$ cat src/rtl/mer_pkg.sv
// Shared types and constants for the midpoint ellipse rasterizer.
// Holds the controller/datapath command and status structs and all codes.
// No dependencies.
package mer_pkg;

  // Default coordinate width and the fixed result coordinate width
  localparam int COORD_BITS_DEF = 10;
  localparam int OUT_W          = 12;

  // Configuration register indexes
  localparam int CFG_IDX_W = 3;
  localparam logic [CFG_IDX_W-1:0] REG_CENTER_X = 3'd0;
  localparam logic [CFG_IDX_W-1:0] REG_CENTER_Y = 3'd1;
  localparam logic [CFG_IDX_W-1:0] REG_RADIUS_X = 3'd2;
  localparam logic [CFG_IDX_W-1:0] REG_RADIUS_Y = 3'd3;

  // Walk phase
  typedef enum logic [1:0] {
    PH_DONE = 2'd0,
    PH_R1   = 2'd1,
    PH_R2   = 2'd2
  } phase_t;

  // Datapath register operations
  typedef enum logic [2:0] {
    OP_NONE,
    OP_LOAD_START,
    OP_R1_STEP,
    OP_R2_STEP,
    OP_DEC1,
    OP_DEC2,
    OP_SET_R1,
    OP_SET_DONE
  } op_t;

  // Multiply selection: operands and where the product goes
  typedef enum logic [2:0] {
    MS_RXRX,
    MS_RYRY,
    MS_RX2RY,
    MS_AA,
    MS_RY2P,
    MS_BB,
    MS_RX2P,
    MS_RX2RY2
  } mul_sel_t;

  // Controller states
  typedef enum logic [3:0] {
    S_IDLE,
    S_RXRX,
    S_RYRY,
    S_RX2RY,
    S_DEC1,
    S_CHK,
    S_AA,
    S_RY2P,
    S_BB,
    S_RX2P,
    S_RX2RY2,
    S_DEC2,
    S_EMIT
  } state_t;

  typedef struct packed {
    op_t      op;
    logic     mul_go;
    mul_sel_t mul_sel;
    logic     emit;
    logic     emit_nil;
  } cmd_t;

  typedef struct packed {
    phase_t phase;
    logic   slope_lt;
    logic   y_pos;
    logic   mul_done;
  } sts_t;

endpackage

$ cat src/rtl/mer_mul.sv
// Shift-and-add serial multiplier, one multiplier bit per cycle.
// Stops as soon as the remaining multiplier bits are all zero.
// No dependencies.
module mer_mul #(
  parameter int A_W = 48,
  parameter int B_W = 24
) (
  input  logic           clk,
  input  logic           rst_n,
  input  logic           go,
  input  logic [A_W-1:0] a_in,
  input  logic [B_W-1:0] b_in,
  output logic           done,
  output logic [A_W-1:0] prod
);

  logic           run_r, run_nxt;
  logic [A_W-1:0] a_r, a_nxt;
  logic [B_W-1:0] b_r, b_nxt;
  logic [A_W-1:0] p_r, p_nxt;

  assign done = run_r && (b_r == '0);
  assign prod = p_r;

  // Load on go, then add and shift until the multiplier is exhausted
  always_comb begin
    run_nxt = run_r;
    a_nxt   = a_r;
    b_nxt   = b_r;
    p_nxt   = p_r;
    if (!run_r) begin
      if (go) begin
        run_nxt = 1'b1;
        a_nxt   = a_in;
        b_nxt   = b_in;
        p_nxt   = '0;
      end
    end else if (b_r == '0) begin
      run_nxt = 1'b0;
    end else begin
      if (b_r[0]) begin
        p_nxt = p_r + a_r;
      end
      a_nxt = a_r << 1;
      b_nxt = b_r >> 1;
    end
  end

  always_ff @(posedge clk) begin
    if (!rst_n) begin
      run_r <= 1'b0;
    end else begin
      run_r <= run_nxt;
    end
    a_r <= a_nxt;
    b_r <= b_nxt;
    p_r <= p_nxt;
  end

endmodule

$ cat src/rtl/mer_ctrl.sv
// Sequencing controller for the ellipse rasterizer.
// Drives datapath commands and owns both handshakes; uses mer_pkg.
module mer_ctrl (
  input  logic          clk,
  input  logic          rst_n,
  input  logic          in_valid,
  output logic          in_ready,
  input  logic          in_start_req,
  output logic          out_valid,
  input  logic          out_ready,
  input  mer_pkg::sts_t sts,
  output mer_pkg::cmd_t cmd
);

  mer_pkg::state_t state_r, state_nxt;
  logic            nil_r, nil_nxt;
  logic            out_valid_r, out_valid_nxt;
  logic            accept;

  // One item in flight; the result slot must be free or draining
  assign in_ready  = (state_r == mer_pkg::S_IDLE) && (!out_valid_r || out_ready);
  assign accept    = in_valid && in_ready;
  assign out_valid = out_valid_r;

  // Next state
  always_comb begin
    state_nxt = state_r;
    case (state_r)
      mer_pkg::S_IDLE: begin
        if (accept) begin
          if (in_start_req) begin
            state_nxt = mer_pkg::S_RXRX;
          end else if (sts.phase == mer_pkg::PH_R1) begin
            state_nxt = mer_pkg::S_CHK;
          end else begin
            state_nxt = mer_pkg::S_EMIT;
          end
        end
      end
      mer_pkg::S_RXRX:   if (sts.mul_done) state_nxt = mer_pkg::S_RYRY;
      mer_pkg::S_RYRY:   if (sts.mul_done) state_nxt = mer_pkg::S_RX2RY;
      mer_pkg::S_RX2RY:  if (sts.mul_done) state_nxt = mer_pkg::S_DEC1;
      mer_pkg::S_DEC1:   state_nxt = mer_pkg::S_CHK;
      mer_pkg::S_CHK: begin
        if (!sts.slope_lt && sts.y_pos) begin
          state_nxt = mer_pkg::S_AA;
        end else begin
          state_nxt = mer_pkg::S_EMIT;
        end
      end
      mer_pkg::S_AA:     if (sts.mul_done) state_nxt = mer_pkg::S_RY2P;
      mer_pkg::S_RY2P:   if (sts.mul_done) state_nxt = mer_pkg::S_BB;
      mer_pkg::S_BB:     if (sts.mul_done) state_nxt = mer_pkg::S_RX2P;
      mer_pkg::S_RX2P:   if (sts.mul_done) state_nxt = mer_pkg::S_RX2RY2;
      mer_pkg::S_RX2RY2: if (sts.mul_done) state_nxt = mer_pkg::S_DEC2;
      mer_pkg::S_DEC2:   state_nxt = mer_pkg::S_EMIT;
      mer_pkg::S_EMIT:   state_nxt = mer_pkg::S_IDLE;
      default:           state_nxt = mer_pkg::S_IDLE;
    endcase
  end

  // Command outputs
  always_comb begin
    cmd          = '0;
    cmd.op       = mer_pkg::OP_NONE;
    cmd.mul_sel  = mer_pkg::MS_RXRX;
    case (state_r)
      mer_pkg::S_IDLE: begin
        if (accept) begin
          if (in_start_req) begin
            cmd.op = mer_pkg::OP_LOAD_START;
          end else if (sts.phase == mer_pkg::PH_R1) begin
            cmd.op = mer_pkg::OP_R1_STEP;
          end else if (sts.phase == mer_pkg::PH_R2) begin
            cmd.op = mer_pkg::OP_R2_STEP;
          end
        end
      end
      mer_pkg::S_RXRX: begin
        cmd.mul_go  = 1'b1;
        cmd.mul_sel = mer_pkg::MS_RXRX;
      end
      mer_pkg::S_RYRY: begin
        cmd.mul_go  = 1'b1;
        cmd.mul_sel = mer_pkg::MS_RYRY;
      end
      mer_pkg::S_RX2RY: begin
        cmd.mul_go  = 1'b1;
        cmd.mul_sel = mer_pkg::MS_RX2RY;
      end
      mer_pkg::S_DEC1: cmd.op = mer_pkg::OP_DEC1;
      mer_pkg::S_CHK: begin
        if (sts.slope_lt) begin
          cmd.op = mer_pkg::OP_SET_R1;
        end else if (!sts.y_pos) begin
          cmd.op = mer_pkg::OP_SET_DONE;
        end
      end
      mer_pkg::S_AA: begin
        cmd.mul_go  = 1'b1;
        cmd.mul_sel = mer_pkg::MS_AA;
      end
      mer_pkg::S_RY2P: begin
        cmd.mul_go  = 1'b1;
        cmd.mul_sel = mer_pkg::MS_RY2P;
      end
      mer_pkg::S_BB: begin
        cmd.mul_go  = 1'b1;
        cmd.mul_sel = mer_pkg::MS_BB;
      end
      mer_pkg::S_RX2P: begin
        cmd.mul_go  = 1'b1;
        cmd.mul_sel = mer_pkg::MS_RX2P;
      end
      mer_pkg::S_RX2RY2: begin
        cmd.mul_go  = 1'b1;
        cmd.mul_sel = mer_pkg::MS_RX2RY2;
      end
      mer_pkg::S_DEC2: cmd.op = mer_pkg::OP_DEC2;
      mer_pkg::S_EMIT: begin
        cmd.emit     = 1'b1;
        cmd.emit_nil = nil_r;
      end
      default: cmd.op = mer_pkg::OP_NONE;
    endcase
  end

  // An advance after completion produces an empty item
  always_comb begin
    nil_nxt = nil_r;
    if (accept) begin
      nil_nxt = !in_start_req && (sts.phase == mer_pkg::PH_DONE);
    end
  end

  // Result slot occupancy
  always_comb begin
    out_valid_nxt = out_valid_r;
    if (cmd.emit) begin
      out_valid_nxt = 1'b1;
    end else if (out_ready) begin
      out_valid_nxt = 1'b0;
    end
  end

  always_ff @(posedge clk) begin
    if (!rst_n) begin
      state_r     <= mer_pkg::S_IDLE;
      nil_r       <= 1'b0;
      out_valid_r <= 1'b0;
    end else begin
      state_r     <= state_nxt;
      nil_r       <= nil_nxt;
      out_valid_r <= out_valid_nxt;
    end
  end

endmodule

$ cat src/rtl/mer_datapath.sv
// Datapath of the ellipse rasterizer: config registers, walk state,
// decision arithmetic, serial multiplier and result register.
// Uses mer_pkg and mer_mul.
module mer_datapath #(
  parameter int COORD_BITS = mer_pkg::COORD_BITS_DEF
) (
  input  logic                             clk,
  input  logic                             rst_n,
  input  logic                             cfg_we,
  input  logic [mer_pkg::CFG_IDX_W-1:0]    cfg_index,
  input  logic [COORD_BITS-1:0]            cfg_wdata,
  input  mer_pkg::cmd_t                    cmd,
  output mer_pkg::sts_t                    sts,
  output logic signed [mer_pkg::OUT_W-1:0] out_left_x,
  output logic signed [mer_pkg::OUT_W-1:0] out_right_x,
  output logic signed [mer_pkg::OUT_W-1:0] out_top_y,
  output logic signed [mer_pkg::OUT_W-1:0] out_bottom_y,
  output logic                             out_point_valid,
  output logic                             out_last
);

  localparam int N     = COORD_BITS;
  localparam int OFF_W = N + 2;
  localparam int SQ_W  = 2 * N;
  localparam int SL_W  = 3 * N + 3;
  localparam int DEC_W = 4 * N + 8;
  localparam int MB_W  = 2 * N + 4;
  localparam int OW    = mer_pkg::OUT_W;
  localparam int EXT_W = (N + 3 > OW) ? N + 3 : OW;

  // Configuration
  logic [N-1:0] center_x_r, center_x_nxt;
  logic [N-1:0] center_y_r, center_y_nxt;
  logic [N-1:0] radius_x_r, radius_x_nxt;
  logic [N-1:0] radius_y_r, radius_y_nxt;

  // Walk state
  logic signed [OFF_W-1:0] off_x_r, off_x_nxt;
  logic signed [OFF_W-1:0] off_y_r, off_y_nxt;
  logic signed [SL_W-1:0]  sx_r, sx_nxt;
  logic signed [SL_W-1:0]  sy_r, sy_nxt;
  logic signed [DEC_W-1:0] dec_r, dec_nxt;
  logic signed [DEC_W-1:0] acc_r, acc_nxt;
  logic [DEC_W-1:0]        tmp_r, tmp_nxt;
  logic [SQ_W-1:0]         rx2_r, rx2_nxt;
  logic [SQ_W-1:0]         ry2_r, ry2_nxt;
  mer_pkg::phase_t         phase_r, phase_nxt;

  // Result register
  logic signed [OW-1:0] lx_r, lx_nxt, rx_r, rx_nxt, ty_r, ty_nxt, by_r, by_nxt;
  logic                 pv_r, pv_nxt, last_r, last_nxt;

  // Derived terms
  logic signed [SL_W-1:0]  rx2_sl, ry2_sl, sx_inc, sy_dec;
  logic signed [DEC_W-1:0] rx2_dc, ry2_dc, sx_inc_dc, sy_dec_dc, prod_s, q1;
  logic [OFF_W-1:0]        aval, bval;
  logic                    dec_neg, dec_pos, y_le1;
  logic signed [EXT_W-1:0] cx_e, cy_e, ox_e, oy_e;
  logic signed [EXT_W-1:0] lx_e, rx_e, ty_e, by_e;

  // Multiplier port
  logic [DEC_W-1:0] mul_a, prod;
  logic [MB_W-1:0]  mul_b;
  logic             mul_done;

  // Quarter-unit value to integer, truncated toward zero
  function automatic logic signed [DEC_W-1:0] trunc4(input logic signed [DEC_W-1:0] q);
    logic signed [DEC_W-1:0] adj;
    adj = q + (q[DEC_W-1] ? DEC_W'(3) : DEC_W'(0));
    return adj >>> 2;
  endfunction

  assign rx2_sl    = $signed(SL_W'(rx2_r));
  assign ry2_sl    = $signed(SL_W'(ry2_r));
  assign rx2_dc    = $signed(DEC_W'(rx2_r));
  assign ry2_dc    = $signed(DEC_W'(ry2_r));
  assign sx_inc    = sx_r + (ry2_sl <<< 1);
  assign sy_dec    = sy_r - (rx2_sl <<< 1);
  assign sx_inc_dc = DEC_W'(sx_inc);
  assign sy_dec_dc = DEC_W'(sy_dec);
  assign prod_s    = $signed(prod);
  assign q1        = (ry2_dc <<< 2) + rx2_dc + DEC_W'(2) - ($signed(tmp_r) <<< 2);

  assign dec_neg = dec_r[DEC_W-1];
  assign dec_pos = !dec_r[DEC_W-1] && (dec_r != '0);
  assign y_le1   = off_y_r[OFF_W-1] || (off_y_r == OFF_W'(0)) || (off_y_r == OFF_W'(1));

  // 2x+1 and y-1 for the region-2 decision
  assign aval = {off_x_r[OFF_W-2:0], 1'b1};
  assign bval = off_y_r - OFF_W'(1);

  // Status
  assign sts.phase    = phase_r;
  assign sts.slope_lt = sx_r < sy_r;
  assign sts.y_pos    = !off_y_r[OFF_W-1] && (off_y_r != '0);
  assign sts.mul_done = mul_done;

  // Multiplier operand selection
  always_comb begin
    mul_a = '0;
    mul_b = '0;
    case (cmd.mul_sel)
      mer_pkg::MS_RXRX: begin
        mul_a = DEC_W'(radius_x_r);
        mul_b = MB_W'(radius_x_r);
      end
      mer_pkg::MS_RYRY: begin
        mul_a = DEC_W'(radius_y_r);
        mul_b = MB_W'(radius_y_r);
      end
      mer_pkg::MS_RX2RY: begin
        mul_a = DEC_W'(rx2_r);
        mul_b = MB_W'(radius_y_r);
      end
      mer_pkg::MS_AA: begin
        mul_a = DEC_W'(aval);
        mul_b = MB_W'(aval);
      end
      mer_pkg::MS_RY2P: begin
        mul_a = DEC_W'(ry2_r);
        mul_b = tmp_r[MB_W-1:0];
      end
      mer_pkg::MS_BB: begin
        mul_a = DEC_W'(bval);
        mul_b = MB_W'(bval);
      end
      mer_pkg::MS_RX2P: begin
        mul_a = DEC_W'(rx2_r);
        mul_b = tmp_r[MB_W-1:0];
      end
      mer_pkg::MS_RX2RY2: begin
        mul_a = DEC_W'(rx2_r);
        mul_b = MB_W'(ry2_r);
      end
      default: mul_a = '0;
    endcase
  end

  mer_mul #(
    .A_W (DEC_W),
    .B_W (MB_W)
  ) u_mul (
    .clk   (clk),
    .rst_n (rst_n),
    .go    (cmd.mul_go),
    .a_in  (mul_a),
    .b_in  (mul_b),
    .done  (mul_done),
    .prod  (prod)
  );

  // Configuration writes; unknown indexes are dropped
  always_comb begin
    center_x_nxt = center_x_r;
    center_y_nxt = center_y_r;
    radius_x_nxt = radius_x_r;
    radius_y_nxt = radius_y_r;
    if (cfg_we) begin
      case (cfg_index)
        mer_pkg::REG_CENTER_X: center_x_nxt = cfg_wdata;
        mer_pkg::REG_CENTER_Y: center_y_nxt = cfg_wdata;
        mer_pkg::REG_RADIUS_X: radius_x_nxt = cfg_wdata;
        mer_pkg::REG_RADIUS_Y: radius_y_nxt = cfg_wdata;
        default:               center_x_nxt = center_x_r;
      endcase
    end
  end

  // Walk state updates
  always_comb begin
    off_x_nxt = off_x_r;
    off_y_nxt = off_y_r;
    sx_nxt    = sx_r;
    sy_nxt    = sy_r;
    dec_nxt   = dec_r;
    acc_nxt   = acc_r;
    tmp_nxt   = tmp_r;
    rx2_nxt   = rx2_r;
    ry2_nxt   = ry2_r;
    phase_nxt = phase_r;

    case (cmd.op)
      mer_pkg::OP_LOAD_START: begin
        off_x_nxt = '0;
        off_y_nxt = $signed(OFF_W'(radius_y_r));
        sx_nxt    = '0;
        // no region holds until the start sequence settles it
        phase_nxt = mer_pkg::PH_DONE;
      end
      mer_pkg::OP_R1_STEP: begin
        off_x_nxt = off_x_r + OFF_W'(1);
        sx_nxt    = sx_inc;
        if (dec_neg) begin
          dec_nxt = dec_r + ry2_dc + sx_inc_dc;
        end else begin
          off_y_nxt = off_y_r - OFF_W'(1);
          sy_nxt    = sy_dec;
          dec_nxt   = dec_r + ry2_dc + sx_inc_dc - sy_dec_dc;
        end
      end
      mer_pkg::OP_R2_STEP: begin
        off_y_nxt = off_y_r - OFF_W'(1);
        sy_nxt    = sy_dec;
        if (dec_pos) begin
          dec_nxt = dec_r + rx2_dc - sy_dec_dc;
        end else begin
          off_x_nxt = off_x_r + OFF_W'(1);
          sx_nxt    = sx_inc;
          dec_nxt   = dec_r + rx2_dc - sy_dec_dc + sx_inc_dc;
        end
        if (y_le1) begin
          phase_nxt = mer_pkg::PH_DONE;
        end
      end
      mer_pkg::OP_DEC1:     dec_nxt = trunc4(q1);
      mer_pkg::OP_DEC2: begin
        dec_nxt   = trunc4(acc_r);
        phase_nxt = mer_pkg::PH_R2;
      end
      mer_pkg::OP_SET_R1:   phase_nxt = mer_pkg::PH_R1;
      mer_pkg::OP_SET_DONE: phase_nxt = mer_pkg::PH_DONE;
      default:              phase_nxt = phase_r;
    endcase

    // Product write-back at the end of each multiply
    if (mul_done) begin
      case (cmd.mul_sel)
        mer_pkg::MS_RXRX:   rx2_nxt = prod[SQ_W-1:0];
        mer_pkg::MS_RYRY:   ry2_nxt = prod[SQ_W-1:0];
        mer_pkg::MS_RX2RY: begin
          sy_nxt  = $signed(SL_W'(prod)) <<< 1;
          tmp_nxt = prod;
        end
        mer_pkg::MS_AA:     tmp_nxt = prod;
        mer_pkg::MS_RY2P:   acc_nxt = prod_s;
        mer_pkg::MS_BB:     tmp_nxt = prod;
        mer_pkg::MS_RX2P:   acc_nxt = acc_r + (prod_s <<< 2);
        mer_pkg::MS_RX2RY2: acc_nxt = acc_r - (prod_s <<< 2);
        default:            tmp_nxt = tmp_r;
      endcase
    end
  end

  // Mirrored points, wrapped to the result width
  assign cx_e = $signed(EXT_W'(center_x_r));
  assign cy_e = $signed(EXT_W'(center_y_r));
  assign ox_e = EXT_W'(off_x_r);
  assign oy_e = EXT_W'(off_y_r);
  assign lx_e = cx_e - ox_e;
  assign rx_e = cx_e + ox_e;
  assign ty_e = cy_e - oy_e;
  assign by_e = cy_e + oy_e;

  always_comb begin
    lx_nxt   = lx_r;
    rx_nxt   = rx_r;
    ty_nxt   = ty_r;
    by_nxt   = by_r;
    pv_nxt   = pv_r;
    last_nxt = last_r;
    if (cmd.emit) begin
      if (cmd.emit_nil) begin
        lx_nxt   = '0;
        rx_nxt   = '0;
        ty_nxt   = '0;
        by_nxt   = '0;
        pv_nxt   = 1'b0;
        last_nxt = 1'b0;
      end else begin
        lx_nxt   = lx_e[OW-1:0];
        rx_nxt   = rx_e[OW-1:0];
        ty_nxt   = ty_e[OW-1:0];
        by_nxt   = by_e[OW-1:0];
        pv_nxt   = 1'b1;
        last_nxt = (phase_r == mer_pkg::PH_DONE);
      end
    end
  end

  assign out_left_x      = lx_r;
  assign out_right_x     = rx_r;
  assign out_top_y       = ty_r;
  assign out_bottom_y    = by_r;
  assign out_point_valid = pv_r;
  assign out_last        = last_r;

  always_ff @(posedge clk) begin
    if (!rst_n) begin
      center_x_r <= '0;
      center_y_r <= '0;
      radius_x_r <= '0;
      radius_y_r <= '0;
      phase_r    <= mer_pkg::PH_DONE;
    end else begin
      center_x_r <= center_x_nxt;
      center_y_r <= center_y_nxt;
      radius_x_r <= radius_x_nxt;
      radius_y_r <= radius_y_nxt;
      phase_r    <= phase_nxt;
    end
    off_x_r <= off_x_nxt;
    off_y_r <= off_y_nxt;
    sx_r    <= sx_nxt;
    sy_r    <= sy_nxt;
    dec_r   <= dec_nxt;
    acc_r   <= acc_nxt;
    tmp_r   <= tmp_nxt;
    rx2_r   <= rx2_nxt;
    ry2_r   <= ry2_nxt;
    lx_r    <= lx_nxt;
    rx_r    <= rx_nxt;
    ty_r    <= ty_nxt;
    by_r    <= by_nxt;
    pv_r    <= pv_nxt;
    last_r  <= last_nxt;
  end

endmodule

$ cat src/rtl/midpoint_ellipse_rasterizer.sv
// Midpoint ellipse rasterizer, top level. One item at a time: the EMIT state writes the result
// register; it is entered straight after acceptance for a region-2 step or an advance after completion,
// and through CHK for a region-1 step; the next item is taken once that result drains. A start adds 3
// serial multiplies and a DEC1 step, a region-1 to region-2 switch 5 multiplies and a DEC2 step; the
// shift-and-add multiplier stops once its multiplier operand (at most 2*COORD_BITS+4 bits) is used up.
// Synchronous active-low reset clears config and control and leaves the walk completed.
module midpoint_ellipse_rasterizer #(
  parameter int COORD_BITS = mer_pkg::COORD_BITS_DEF
) (
  input  logic                             clk,
  input  logic                             rst_n,
  input  logic                             cfg_we,
  input  logic [mer_pkg::CFG_IDX_W-1:0]    cfg_index,
  input  logic [COORD_BITS-1:0]            cfg_wdata,
  input  logic                             in_valid,
  output logic                             in_ready,
  input  logic                             in_start_req,
  output logic                             out_valid,
  input  logic                             out_ready,
  output logic signed [mer_pkg::OUT_W-1:0] out_left_x,
  output logic signed [mer_pkg::OUT_W-1:0] out_right_x,
  output logic signed [mer_pkg::OUT_W-1:0] out_top_y,
  output logic signed [mer_pkg::OUT_W-1:0] out_bottom_y,
  output logic                             out_point_valid,
  output logic                             out_last
);

  mer_pkg::cmd_t cmd;
  mer_pkg::sts_t sts;

  mer_ctrl u_ctrl (
    .clk          (clk),
    .rst_n        (rst_n),
    .in_valid     (in_valid),
    .in_ready     (in_ready),
    .in_start_req (in_start_req),
    .out_valid    (out_valid),
    .out_ready    (out_ready),
    .sts          (sts),
    .cmd          (cmd)
  );

  mer_datapath #(
    .COORD_BITS (COORD_BITS)
  ) u_dp (
    .clk             (clk),
    .rst_n           (rst_n),
    .cfg_we          (cfg_we),
    .cfg_index       (cfg_index),
    .cfg_wdata       (cfg_wdata),
    .cmd             (cmd),
    .sts             (sts),
    .out_left_x      (out_left_x),
    .out_right_x     (out_right_x),
    .out_top_y       (out_top_y),
    .out_bottom_y    (out_bottom_y),
    .out_point_valid (out_point_valid),
    .out_last        (out_last)
  );

  // A new result never lands on one still waiting
  a_no_overwrite: assert property (@(posedge clk) disable iff (!rst_n)
    cmd.emit |-> !out_valid)
    else $error("result register overwritten");

  // The multiplier only finishes while a multiply is being sequenced
  a_mul_owned: assert property (@(posedge clk) disable iff (!rst_n)
    sts.mul_done |-> cmd.mul_go)
    else $error("multiply finished outside a multiply state");

  // Region 2 is only ever held with a positive y offset
  a_r2_y_pos: assert property (@(posedge clk) disable iff (!rst_n)
    (sts.phase == mer_pkg::PH_R2) |-> sts.y_pos)
    else $error("region 2 with non-positive y offset");

  // The final point set is always a real one
  a_last_valid: assert property (@(posedge clk) disable iff (!rst_n)
    (out_valid && out_last) |-> out_point_valid)
    else $error("last flag on an empty item");

endmodule

$ cat config.mk
export PLATFORM = sky130hd
export DESIGN_NAME = midpoint_ellipse_rasterizer
export DESIGN_NICKNAME = d
export VERILOG_FILES = /design/src/rtl/mer_pkg.sv /design/src/rtl/mer_mul.sv /design/src/rtl/mer_ctrl.sv /design/src/rtl/mer_datapath.sv /design/src/rtl/midpoint_ellipse_rasterizer.sv
export SDC_FILE = /design/constraint.sdc
export NUM_CORES = 2
export LEC_CHECK = 0
export BUFFER_PORTS_ARGS = -buffer_cell sky130_fd_sc_hd__buf_2
export CAP_MARGIN = 20
export CORE_ASPECT_RATIO = 1.1
export CORE_MARGIN = 2
export CORE_UTILIZATION = 50
export CTS_CLUSTER_DIAMETER = 60
export DETAILED_ROUTE_END_ITERATION = 16
export GPL_TIMING_DRIVEN = 0
export PLACE_DENSITY = 0.76
export SLEW_MARGIN = 20
export SYNTH_ARGS = -nofsm -noshare
export SYNTH_HDL_FRONTEND = slang
export SYNTH_SLANG_ARGS = --single-unit
$ cat constraint.sdc
create_clock -name clk -period 12.3 [get_ports clk]
set_input_delay 1.845 -clock clk [delete_from_list [all_inputs] [get_ports clk]]
set_output_delay 1.845 -clock clk [all_outputs]
set_load 0.02 [all_outputs]
==> run summary <==
Dominant synthesized flop cell: edfxtp_1
First-pass GRT wire length: 234,000 um
Top post-synthesis cells by area: edfxtp_1, ha_1, xnor2_1
Root Driver: clkbuf_16
Post-synth cell types: 107
DPL Wire Length: 127,000 um
Share of layout cells above drive strength 1: 4.80%
Layout Utilization: 55.1%
CP dominant cell by count: ha_1
Num CTS Buffers: 56
I/O pin count: 71
Clk buf depth: 3
Final worst-path cycle share: 85.1%
Most common cell in the netlist: nand2_1
Hold Violations, Final: 0
Mapped Cells: 5,421
Area growth syn-to-layout: 9.11%
Setup TNS: 0 ns
Mapped Area: 46,800 um^2
Num rows: 117
Critical path class: reg -> reg
Clock Skew: 0.0581 ns
Mux cell area share after synthesis: 0.465%
Largest net degree at the start of global routing: 49
Post-Syn Area per Cell: 8.63 um^2
Via total after detailed routing: 42.9k
Final #Nets: 6,156
Register clock-pin slew on the reported worst setup and hold paths: 0.06 ns
Area leader, netlist: edfxtp_1
Fin crit period: 10.47 ns
Critical Path RT: 12.79 ns
Peak VDD IR: 0.265 mV
Hold_buf cts: 0
Drt initial violations: 5,388
Grt ovf: 0
Startpoint Class: flip-flop
CTS Sinks: 487
Drt wl/cell: 22.8 um
Worst skew pair latency: 0.69 ns
Die area: 96,000 um^2
Critical Path AT: 10.96 ns
Synth Area in Simple Gates: 17.1%
Area of the core: 92,700 um^2
Initial antenna violation count: 0
Leakage power: 21.9 nW
Total track usage: 31.8%
Yosys warning count: 0
Routed vias/inst: 6.25
Worst slew pin tran: 1.23 ns
FFs w/ async S/R, synth: 0%
Endpoint type of the worst setup path: flip-flop
DRC viols: 0
Max Fclk: 0.0955 GHz
Synth Area in Compound Gates: 22.6%
Port Buffer Count: 67
Max-slew headroom: 17.8%
Chip height: 325 um
Adder-Cell Fraction of Synth Area: 15.9%
Share of Yosys cell area claimed by the top area cell type: 26.1%
Setup violators final: 0
Largest family of logic cells by synthesized area: compound AO/OA/AOI/OAI gates
Total Wirelength: 157,000 um
Routability cong.: 1.03
Post-route antenna net violation count: 0
Hold Path Class: reg -> reg
Initial Util: 50.5%
Unrepaired setup endpoints after global routing: no
Pwr Total: 15.9 mW
Seq cells post-synth: 487
DRT Pass-1 Iters: 10
Die Wd: 296 um
Crit-path max FO: 5
Post-synthesis sequential area ratio: 29.5%
Post-CTS Setup Repair Bufs: 0
EDFF count, synth: 406
CTS tree: built
Synth top cells by count: nand2_1, ha_1, a21oi_1, edfxtp_1, nor2_1
Crit path largest cell delay: 0.77 ns
Slowest-stage cell, CP: edfxtp_1
Status: completed
Post-synthesis xor/xnor area fraction: 10.2%
Post-cts gate resize count: 0
Final Max Slew Viols: 0
Power Density: 311 nW/um^2
H-tree levels: 2
Max-cap viol count: 0
Number of global-route vias before repair: 40.2k
-- kinds of logic after synthesis --
group           Yosys count
compound gates         1639
flops                   487
buf+inv                 515
xor+xnor                545
mux                      21
other cells               1
simple gates           1647
fa+ha+maj               566
-- flip-flops by register name (all words and copies together), names as in the netlist, 11 cells and up --
name               cells
u_dp.u_mul.prod       48
u_dp.out_top_y        11
u_dp.out_left_x       11
u_dp.sy_r             32
u_dp.acc_r            48
u_dp.dec_r            48
u_dp.off_y_r          12
u_dp.tmp_r            46
u_dp.out_bottom_y     12
u_dp.out_right_x      12
u_dp.rx2_r            20
u_dp.ry2_r            20
u_dp.u_mul.a_r        48
u_dp.u_mul.b_r        24
u_dp.off_x_r          12
u_dp.sx_r             32
-- cells in the final DEF (no fill, tap or decap), types with 64 or more instances in the layout --
cell      synthesis  layout
a21o_1          213     213
a21oi_1         446     444
and2_1          110     110
and3_1           73      73
buf_2             0      70
clkbuf_1        142     157
dfxtp_1          81      81
edfxtp_1        406     406
ha_1            515     515
inv_1           355     355
nand2_1         521     520
nand3_1         112     112
nor2_1          397     395
nor2b_1          67      64
nor3_1           83      81
o21ai_0         376     376
o21bai_1         64      64
xnor2_1         353     352
xor2_1          191     190
-- per-layer routing --
layer  GRT usage [%]  share of wire, %
met1            44.0                41
met2            48.6                43
met3            5.38                11
met4            14.0               5.2
met5               0                 0
-- metrics by stage --
stage	area [um^2]	std cells	setup WS, ns	hold WS (ns)
after global placement	48700	6739	1.68	0.465
after detailed placement	49100	6763	2.12	0.475
after floorplan	46800	5423	4.17	0.444
final	51000	6871	1.83	0.483
after CTS	51000	6869	2.04	0.483
after global routing	51000	6870	1.26	0.523
-- critical path, delay by kind of cell, from the launching register on --
family	cells	cell delay [ns]
XOR/XNOR	2	0.70
adder cells (fa/ha/maj)	5	1.68
flip-flops	1	0.77
AO/OA/AOI/OAI	15	4.48
buffers and inverters	1	0.06
AND/OR/NAND/NOR	11	2.59
-- path summary, 6_finish.rpt --
kind,slack (ns),end,startpoint,cells past startpoint
max,1.83,u_dp.dec_r[47]$_DFFE_PP_,u_dp.rx2_r[0]$_DFFE_PP_,34
min,0.48,u_dp.radius_x_r[4]$_SDFFE_PN0P_,u_dp.radius_x_r[4]$_SDFFE_PN0P_,2
max reg2reg,1.83,u_dp.dec_r[47]$_DFFE_PP_,u_dp.rx2_r[0]$_DFFE_PP_,34
min reg2reg,0.48,u_dp.radius_x_r[4]$_SDFFE_PN0P_,u_dp.radius_x_r[4]$_SDFFE_PN0P_,2
-- layout make-up --
class	count	area, um^2
repair buffers	92	653
well taps	1249	1560
plain buffers	160	624
fillers	8383	41600
clock inverters	29	343
diodes	1	2.50
inverters	355	1330
multi-input cells	4421	31100
clock buffers	77	1560
flip-flops and latches	487	13800
-- where the power goes --
part           internal, mW  total (mW)  leakage (nW)  switching (mW)
clock network         0.971        1.73         0.923           0.762
registers              2.50        2.99          4.49           0.482
logic                  4.24        11.1          16.5            6.90
total                  7.71        15.9          21.9            8.14
Power figures use the tool's default switching activity.
